**src/rtl/tmt_pkg.sv**
```systemverilog
// tmt_pkg: command codes and the stage and result records of the timeout marker table.
// Stands alone; the other files use it through scoped names.
package tmt_pkg;

	localparam int unsigned CountW = 32;

	typedef enum logic [2:0] {
		CMD_TICK  = 3'd0,
		CMD_SET   = 3'd1,
		CMD_STOP  = 3'd2,
		CMD_CHECK = 3'd3,
		CMD_DIFF  = 3'd4
	} cmd_t;

	// item in flight while the stamp memory read completes
	typedef struct packed {
		cmd_t              cmd;
		logic              idx_ok;
		logic              enabled;
		logic [CountW-1:0] count;
		logic [CountW-1:0] operand;
	} stage_t;

	typedef struct packed {
		logic              accepted;
		logic              expired;
		logic [CountW-1:0] time_value;
	} result_t;

endpackage

```
**src/rtl/tmt_stamp_ram.sv**
```systemverilog
// tmt_stamp_ram: marker time stamp storage, one write and one read port, registered read.
// Uses tmt_pkg for the stamp width.
module tmt_stamp_ram #(
	parameter int unsigned DEPTH  = 8,
	parameter int unsigned ADDR_W = 3
) (
	input  logic                      clk,
	input  logic                      we,
	input  logic [ADDR_W-1:0]         waddr,
	input  logic [tmt_pkg::CountW-1:0] wdata,
	input  logic                      re,
	input  logic [ADDR_W-1:0]         raddr,
	output logic [tmt_pkg::CountW-1:0] rdata
);

	logic [tmt_pkg::CountW-1:0] mem [DEPTH];

	always_ff @(posedge clk) begin
		if (we) begin
			mem[waddr] <= wdata;
		end
	end

	// data holds between reads
	always_ff @(posedge clk) begin
		if (re) begin
			rdata <= mem[raddr];
		end
	end

endmodule

```
**src/rtl/tmt_eval.sv**
```systemverilog
// tmt_eval: forms the result of one item from its stage record and the stamp read.
// Uses tmt_pkg for cmd_t, stage_t and result_t.
module tmt_eval (
	input  tmt_pkg::stage_t            stage,
	input  logic [tmt_pkg::CountW-1:0] stamp,
	output tmt_pkg::result_t           result
);

	logic [tmt_pkg::CountW-1:0] since_stamp;
	logic [tmt_pkg::CountW-1:0] since_ref;

	// both wrap modulo 2^32
	assign since_stamp = stage.count - stamp;
	assign since_ref   = stage.count - stage.operand;

	always_comb begin
		result.accepted   = 1'b0;
		result.expired    = 1'b0;
		result.time_value = stage.count;
		case (stage.cmd)
			tmt_pkg::CMD_TICK: begin
				result.accepted = 1'b1;
			end
			tmt_pkg::CMD_SET, tmt_pkg::CMD_STOP: begin
				result.accepted = stage.idx_ok;
			end
			tmt_pkg::CMD_CHECK: begin
				result.accepted = stage.idx_ok;
				result.expired  = stage.idx_ok && stage.enabled &&
					(since_stamp >= stage.operand);
			end
			tmt_pkg::CMD_DIFF: begin
				result.accepted   = 1'b1;
				result.time_value = since_ref;
			end
			default: begin
				result.accepted = 1'b0;
			end
		endcase
	end

endmodule

```
**src/rtl/timeout_marker_table_unit.sv**
```systemverilog
// timeout_marker_table_unit: millisecond counter with a table of enabled time markers.
// From input accept to result valid: stamp memory read with the stage 1 record, then result register.
// Throughput: one item per cycle unless the output stalls; the stamp port is read once per item.
// Reset: count and marker enables cleared at once; stamps are undefined until a set.
// Uses tmt_pkg, tmt_stamp_ram and tmt_eval.
module timeout_marker_table_unit #(
	parameter int unsigned MARKERS = 8
) (
	input  logic        clk,
	input  logic        arst_n,
	input  logic        s_tvalid,
	output logic        s_tready,
	// [2:0] command, [10:3] marker_index, [42:11] operand_value, [47:43] zero
	input  logic [47:0] s_tdata,
	output logic        m_tvalid,
	input  logic        m_tready,
	// [0] accepted, [1] expired, [33:2] time_value, [39:34] zero
	output logic [39:0] m_tdata
);

	localparam int unsigned IdxW = (MARKERS > 1) ? $clog2(MARKERS) : 1;

	// input fields
	tmt_pkg::cmd_t               in_cmd;
	logic [7:0]                  in_idx;
	logic [tmt_pkg::CountW-1:0]  in_operand;
	logic                        in_idx_ok;
	logic [IdxW-1:0]             in_addr;

	// state
	logic [tmt_pkg::CountW-1:0]  count_q;
	logic [MARKERS-1:0]          enabled_q;

	// pipeline
	logic                        s_accept;
	logic                        advance;
	logic                        valid_s1;
	tmt_pkg::stage_t             stage_s1;
	logic [tmt_pkg::CountW-1:0]  stamp_rd;
	tmt_pkg::result_t            result;
	logic                        out_valid_q;
	tmt_pkg::result_t            out_q;

	assign in_cmd     = tmt_pkg::cmd_t'(s_tdata[2:0]);
	assign in_idx     = s_tdata[10:3];
	assign in_operand = s_tdata[42:11];
	assign in_idx_ok  = {1'b0, in_idx} < 9'(MARKERS);
	assign in_addr    = in_idx[IdxW-1:0];

	// stage 1 moves on when the result register is free or being taken
	assign advance  = !out_valid_q || m_tready;
	assign s_tready = !valid_s1 || advance;
	assign s_accept = s_tvalid && s_tready;

	// All state updates land at accept, so the next item's read already sees them.
	always_ff @(posedge clk or negedge arst_n) begin
		if (!arst_n) begin
			count_q   <= '0;
			enabled_q <= '0;
		end else if (s_accept) begin
			case (in_cmd)
				tmt_pkg::CMD_TICK: begin
					count_q <= count_q + 32'd1;
				end
				tmt_pkg::CMD_SET: begin
					if (in_idx_ok) begin
						enabled_q[in_addr] <= 1'b1;
					end
				end
				tmt_pkg::CMD_STOP: begin
					if (in_idx_ok) begin
						enabled_q[in_addr] <= 1'b0;
					end
				end
				default: begin
				end
			endcase
		end
	end

	tmt_stamp_ram #(
		.DEPTH  (MARKERS),
		.ADDR_W (IdxW)
	) u_stamp_ram (
		.clk   (clk),
		.we    (s_accept && (in_cmd == tmt_pkg::CMD_SET) && in_idx_ok),
		.waddr (in_addr),
		.wdata (count_q),
		.re    (s_accept),
		.raddr (in_addr),
		.rdata (stamp_rd)
	);

	always_ff @(posedge clk or negedge arst_n) begin
		if (!arst_n) begin
			valid_s1 <= 1'b0;
		end else if (s_accept) begin
			valid_s1 <= 1'b1;
		end else if (advance) begin
			valid_s1 <= 1'b0;
		end
	end

	// count as the item sees it: after the increment for a tick
	always_ff @(posedge clk) begin
		if (s_accept) begin
			stage_s1.cmd     <= in_cmd;
			stage_s1.idx_ok  <= in_idx_ok;
			stage_s1.enabled <= in_idx_ok && enabled_q[in_addr];
			stage_s1.count   <= (in_cmd == tmt_pkg::CMD_TICK) ? count_q + 32'd1 : count_q;
			stage_s1.operand <= in_operand;
		end
	end

	tmt_eval u_eval (
		.stage  (stage_s1),
		.stamp  (stamp_rd),
		.result (result)
	);

	always_ff @(posedge clk or negedge arst_n) begin
		if (!arst_n) begin
			out_valid_q <= 1'b0;
		end else if (advance) begin
			out_valid_q <= valid_s1;
		end
	end

	always_ff @(posedge clk) begin
		if (advance && valid_s1) begin
			out_q <= result;
		end
	end

	assign m_tvalid = out_valid_q;
	assign m_tdata  = {6'd0, out_q.time_value, out_q.expired, out_q.accepted};

	// a tick bumps the count by exactly one
	a_tick_count: assert property (@(posedge clk) disable iff (!arst_n)
		s_accept && (in_cmd == tmt_pkg::CMD_TICK) |=> count_q == $past(count_q) + 32'd1)
		else $error("count did not advance on tick");

	// a stalled stage 1 blocks new input
	a_stall_blocks: assert property (@(posedge clk) disable iff (!arst_n)
		valid_s1 && !advance |-> !s_tready)
		else $error("input taken while stage 1 stalled");

	// a set in range enables its marker
	a_set_enables: assert property (@(posedge clk) disable iff (!arst_n)
		s_accept && (in_cmd == tmt_pkg::CMD_SET) && in_idx_ok |=> enabled_q[$past(in_addr)])
		else $error("set did not enable marker");

	// expiry only ever reported for an accepted check
	a_expired_accepted: assert property (@(posedge clk) disable iff (!arst_n)
		m_tvalid && out_q.expired |-> out_q.accepted)
		else $error("expired without accepted");

endmodule

```
**config.mk**
```make
export PLATFORM = sky130hd
export DESIGN_NAME = timeout_marker_table_unit
export DESIGN_NICKNAME = d
export VERILOG_FILES = /design/src/rtl/tmt_pkg.sv /design/src/rtl/tmt_stamp_ram.sv /design/src/rtl/tmt_eval.sv /design/src/rtl/timeout_marker_table_unit.sv
export SDC_FILE = /design/constraint.sdc
export NUM_CORES = 1
export LEC_CHECK = 0
export BUFFER_PORTS_ARGS = -buffer_cell sky130_fd_sc_hd__buf_2
export CAP_MARGIN = 0
export CORE_ASPECT_RATIO = 0.7
export CORE_UTILIZATION = 30
export CTS_BUF_LIST = sky130_fd_sc_hd__clkbuf_8
export DETAILED_ROUTE_END_ITERATION = 10
export PLACE_DENSITY = 0.47
export SLEW_MARGIN = 20
export SYNTH_ARGS = -nofsm -noshare
export SYNTH_HDL_FRONTEND = slang
export SYNTH_HIERARCHICAL = 1
export SYNTH_SLANG_ARGS = --single-unit
```
**constraint.sdc**
```tcl
create_clock -name clk -period 12.65 [get_ports clk]
set_input_delay 1.8975 -clock clk [delete_from_list [all_inputs] [get_ports clk]]
set_output_delay 1.8975 -clock clk [all_outputs]
set_load 0.05 [all_outputs]
```
## Word level (Yosys, flattened, before mapping)

Memories as Yosys holds them, arrays and structs flattened. A register that Yosys moved wholly into a read port is not among the register bits.
Cells that the tools add are included.

| operators by class | value |
|---|---|
| $add $sub $neg | 3 |
| $lt $le $gt $ge | 4 |
| equal/unequal tests | 8 |
| mux-type cells | 14 |
| bitwise logic cells | 3 |
| reduce and logical (&&, ||, !) cells | 19 |

Operators with widths:

| kind | count |
|---|---|
| $mux 32 | 2 |
| $sub 32x32->32 | 2 |
| $add 32x1->32 const B | 1 |
| $ge 32x32->1 | 1 |
| $mux 8 | 2 |
| $pmux 8 s2 | 1 |
| $eq 3x2->1 const B | 3 |
| $and 8x8->8 | 1 |
| $logic_and 1x1->1 | 8 |
| $lt 8x4->1 const B | 1 |
| $not 8->8 | 1 |
| $or 8x8->8 | 1 |
| $eq 3x1->1 const B | 2 |
| $logic_not 3->1 | 2 |
| $mux 1 | 6 |
| $lt 3x4->1 const B | 1 |
| $ne 2x2->1 const B | 2 |
| $reduce_and 4->1 | 1 |
| $reduce_bool 2->1 | 2 |
| $bmux 1 s3 | 1 |
| $demux 1 s3 | 1 |
| $eq 3x3->1 const B | 1 |
| $ge 3x1->1 const B | 1 |
| $reduce_or 3->1 | 1 |
| other kinds (4) | 6 |

| word-level totals | value |
|---|---|
| register bits after elaboration | 145 |
| RAM bits | 256 |
| bits of input ports | 52 |
| output and inout bits | 42 |
| memories | 1 |

Memories:

| name | words | bits a word | rd ports | clocked after memory_dff | wr ports | RTL line | text |
|---|---|---|---|---|---|---|---|
| u_stamp_ram.mem | 8 | 32 | 1 | 1 | 1 | tmt_stamp_ram.sv:16 | `logic [tmt_pkg::CountW-1:0] mem [DEPTH];` |

## Depth between registers and ports, before layout

| depth | value |
|---|---|
| depth after elaboration | 8 |
| mapped depth | 24 |

## By module

Netlist, hierarchy kept.

Modules (own cells, without submodules):

| module | instances | cells an instance | area each (µm²) |
|---|---|---|---|
| tmt_stamp_ram | 1 | 415 | 10,786.6 |
| timeout_marker_table_unit | 1 | 397 | 5,853.1 |
| tmt_eval | 1 | 632 | 4,292.9 |

## Worst setup path before layout

OpenSTA, ideal clock, no wires.

| path | value |
|---|---|
| kind | input port to flip-flop |
| start point | in m_tready |
| end point | reg count_q[6] (netlist bit) |
| data arrival time | 6,229 ps |
| setup slack | 6,288 ps |
| stages | 6 |
| path buffers | 1 |
| path through | nand3b_1 nand2_1 clkinv_1 clkbuf_1 nand4_1 xnor2_1 |

| on the way | value |
|---|---|
| word-level cells in the longest chain between the ends | 3 |

Ends and longest elaborated chain:

| item | RTL line | text |
|---|---|---|
| from (decl) | timeout_marker_table_unit.sv:16 | `input logic m_tready,` |
| $logic_or 1x1->1 | timeout_marker_table_unit.sv:51 | `assign advance = !out_valid_q \|\| m_tready;` |
| $logic_or 1x1->1 | timeout_marker_table_unit.sv:52 | `assign s_tready = !valid_s1 \|\| advance;` |
| $logic_and 1x1->1 | timeout_marker_table_unit.sv:53 | `assign s_accept = s_tvalid && s_tready;` |
| named net s_accept | timeout_marker_table_unit.sv:35 | `logic s_accept;` |
| to (signal assigned) | timeout_marker_table_unit.sv:63 | `count_q <= count_q + 32'd1;` |
| to (decl) | timeout_marker_table_unit.sv:31 | `logic [tmt_pkg::CountW-1:0] count_q;` |

The timed path passes the listed nets, and every way through them passes these cells.
A chain may end at the register's enable or synchronous reset.

## Worst setup path in the final report

| path | value |
|---|---|
| start point | in s_tdata[5] |
| end point | mem u_stamp_ram/mem[4][30] (netlist bit) (enable) |

| on the way | value |
|---|---|
| word-level cells in the longest chain between the ends | 4 |

Ends and longest elaborated chain:

| item | RTL line | text |
|---|---|---|
| from (decl) | timeout_marker_table_unit.sv:14 | `input logic [47:0] s_tdata,` |
| $lt 8x4->1 | timeout_marker_table_unit.sv:47 | `assign in_idx_ok = {1'b0, in_idx} < 9'(MARKERS);` |
| $logic_and 1x1->1 | timeout_marker_table_unit.sv:86 | `.we (s_accept && (in_cmd == tmt_pkg::CMD_SET) && in_idx_ok),` |
| $mux 1 | tmt_stamp_ram.sv:19 | `if (we) begin` |
| $mux 1 (not written as such) | tmt_stamp_ram.sv:20 | `mem[waddr] <= wdata;` |
| to (decl) | tmt_stamp_ram.sv:16 |  |

Parallel ways exist; a longest one is shown, timed or not.

==> results.toml <==
[power]
swShare_pct = 26.0
seqPwrFrac_pct = 50.6
leakage_nw = 9.61
power_density_mw_per_mm2 = 136
internal-power_mw = 2.39
p_comb_share_pct = 11.8
pwr-share-clk_pct = 37.6
switchingPower_mw = 0.842
vdd_ir_drop_max_uv = 88.0

[logic_synthesis]
yosys_warnings = 6
synth_top_family_by_area = "multiplexers"
async_flop_share_pct = 9.70
synthTopCellsByArea = "edfxtp_1 (56%), ha_1 (5.7%), dfrtp_1 (5.0%), mux4_1 (5.0%), xnor2_1 (3.1%)"
synth_top_area_cell = "edfxtp_1"
synth_seq_area_share_pct = 61.1
synthSimpleGateAreaFrac_pct = 8.19
synthMuxAreaShare_pct = 9.92
synthCells = 1444
syn_area_per_cell_sq_um = 14.5
ys_types = 71
synth_xor_area_share_pct = 5.06
synth-compound-area-share_pct = 6.98
synth_common_cells = "edfxtp_1 (391), ha_1 (95), nand2_1 (87)"
synth_top_area_share_pct = 56.1
synth_fa_ha_area_share_pct = 5.87
synth_edf_count = 391
post-synth-top-count-cell = "edfxtp_1"
netlist_area_sq_mm = 0.0209
ys.flop_type = "edfxtp_1"
ys_ff_latch = 433

[placed_design]
place_ws_ps = 7110
io_buffers = 82
place_inst = 2398
placed_area_sq_mm = 0.0224
dpl.hpwl_um = 32600
routabilityCongestion = 0.832

[clock_tree]
clock_latency_ps = 660
cts_setup_buffers = 0
holdBufCountCts = 0
clockRootBuffer = "clkbuf_8"
cts_tree = "yes"
cts.htree.levels = 3
clkTransAtPathRegs_ps = 60
clkSinkCount = 433
cts.repair.resized = 0
cts_buffers = 70
max-clock-path-buffers = 3

[min_path]
hp-class = "reg -> reg"
holdPathStages = 1
whs_endpoint = "m_tvalid"
min_from = "valid_s1"

[die]
die_h_um = 223
die_w_um = 318
start_util_pct = 30.5
fp-row-count = 80
core_sq_mm = 0.0686
die_area_sq_mm = 0.0709
ios = 94

[detailed_routing]
drt_iter0_drc = 866
vias = 12191
drt_wl_total_um = 49800
wl_per_cell_um = 19.7
drt_pass1_iterations = 7
drc = 0
viasPerCell = 4.83
ant_nets = 0

[sta]
finClkSkew_ps = 43.0
slew_headroom_pct = 32.7
hold_violations = 0
setup_viol = 0
worst_pin_slew_ps = 1000
fin_hold_ws_ps = 493
setup_tns_ps = 0
period_minus_slack_ps = 4690
rsz0062_at_grt = "no"
timing.final.ws_setup_ps = 7960
fmax_mhz = 213
timing.final.crit_share_pct = 37.1
drv_slew = 0

[global_route]
grt_pass1_vias = 12479
grt_max_degree = 63
grt_use_total_pct = 14.2
grt_pass1_wl_um = 75400
gr-total-overflow = 0
antenna_found_initial = 4

[final_layout]
drive_gt1_share_pct = 18.1
nets = 1717
antennaDiodeCount = 0
fin_area_sq_mm = 0.0238
area_growth_pct = 13.6
fillers = 6620
layoutNonFillerInstCount = 2525

[worst_setup_path]
regToRegSetupSlack_ps = 8150
worstReg2RegStart = "stage_s1[34]"
r2r_cells = 21
worst_ep_required_time_ps = 12920
critPathCaptureType = "flop"
critPathKind = "in -> reg"
cp.arrival_ps = 4960
crit_path_start_kind = "input port"
r2r_end = "m_tdata[1]"
cp_max_fo = 46

[status]
status = "completed"

[flow_run]
cap_violations = 0
==> worst max-delay path, stage by stage <==
cell     delay, ps
buf_2          560
buf_4          660
nand2_1        380
nor3_2         850
buf_4          560
==> how the worst max path moves through the flow <==
stage	slack, ps	startpoint	end	cells after the start
floorplan	6290	m_tready	count_q[6]	6
global placement	7150	s_tdata[5]	u_stamp_ram/mem[4][23]	5
detailed placement	7110	s_tdata[5]	u_stamp_ram/mem[4][27]	5
CTS	7840	s_tdata[5]	u_stamp_ram/mem[4][30]	5
global route	7610	stage_s1[34]	m_tdata[1]	21
finish	7960	s_tdata[5]	u_stamp_ram/mem[4][30]	5
==> final cells by class <==
class | count | area, sq um | area share, %
clock inverters | 50 | 337 | 1.42
multi-input cells | 884 | 7620 | 32.0
inverters | 80 | 303 | 1.27
clock buffers | 77 | 1060 | 4.46
repair buffers | 99 | 541 | 2.27
flip-flops and latches | 433 | 12800 | 53.8
well taps | 902 | 1130 | 4.75
==> cell usage in the layout (no fill, tap or decap), types with 24 or more instances in the layout <==
master    Yosys  final
buf_2         9     81
xor2_1       46     46
nor2_1       50     44
mux2_2       43     43
edfxtp_1    391    391
o21ai_0      54     54
mux4_1       40     40
nand4_1      33     33
nand3_1      35     35
dfrtp_1      42     42
xnor2_1      75     75
clkbuf_8      0     77
inv_1        79     94
mux4_2       24     24
nand2_1      87     87
nor3_1       26     24
a21o_1       51     51
ha_1         95     95
a21oi_1      66     66
==> through the flow <==
stage / util, % / power (mW)
3_5_place_dp: 32.6 / 2.05
3_3_place_gp: 32.6 / 2.05
2_1_floorplan: - / 1.94
6_report: 34.7 / 3.23
4_1_cts: 34.7 / 3.28
5_1_grt: 34.7 / 3.39
==> per-layer routing <==
metal / routed length (um) / track usage, % / up-vias
li1: - / - / 5777
met1: 25500 / 21.4 / 6001
met2: 20100 / 19.9 / 329
met3: 3120 / 3.65 / 84
met4: 1060 / 3.93 / 0
met5: 0 / 0 / -
==> power groups by stage <==
stage / Sequential [mW] / Clock [mW] / Combinational, mW
floorplan: 1.69 / 0 / 0.256
global placement: 1.66 / 0 / 0.383
detailed placement: 1.67 / 0 / 0.384
CTS: 1.64 / 1.26 / 0.386
global route: 1.64 / 1.32 / 0.430
finish: 1.64 / 1.22 / 0.382
==> flip-flops by register name (all words and copies together) (netlist names), named ones only <==
signal and cells:
u_stamp_ram/mem 256, stage_s1 69, m_tdata 34, count_q 32
u_stamp_ram/rdata 32, m_tvalid 1, valid_s1 1
==> logic make-up after synthesis <==
kind of cell,count (synthesis)
AO/OA/AOI/OAI,229
XOR/XNOR,121
adder cells (fa/ha/maj),97
buffers and inverters,132
flip-flops,433
multiplexers,107
other,1
AND/OR/NAND/NOR,324
(Power assumes the default switching activity.)
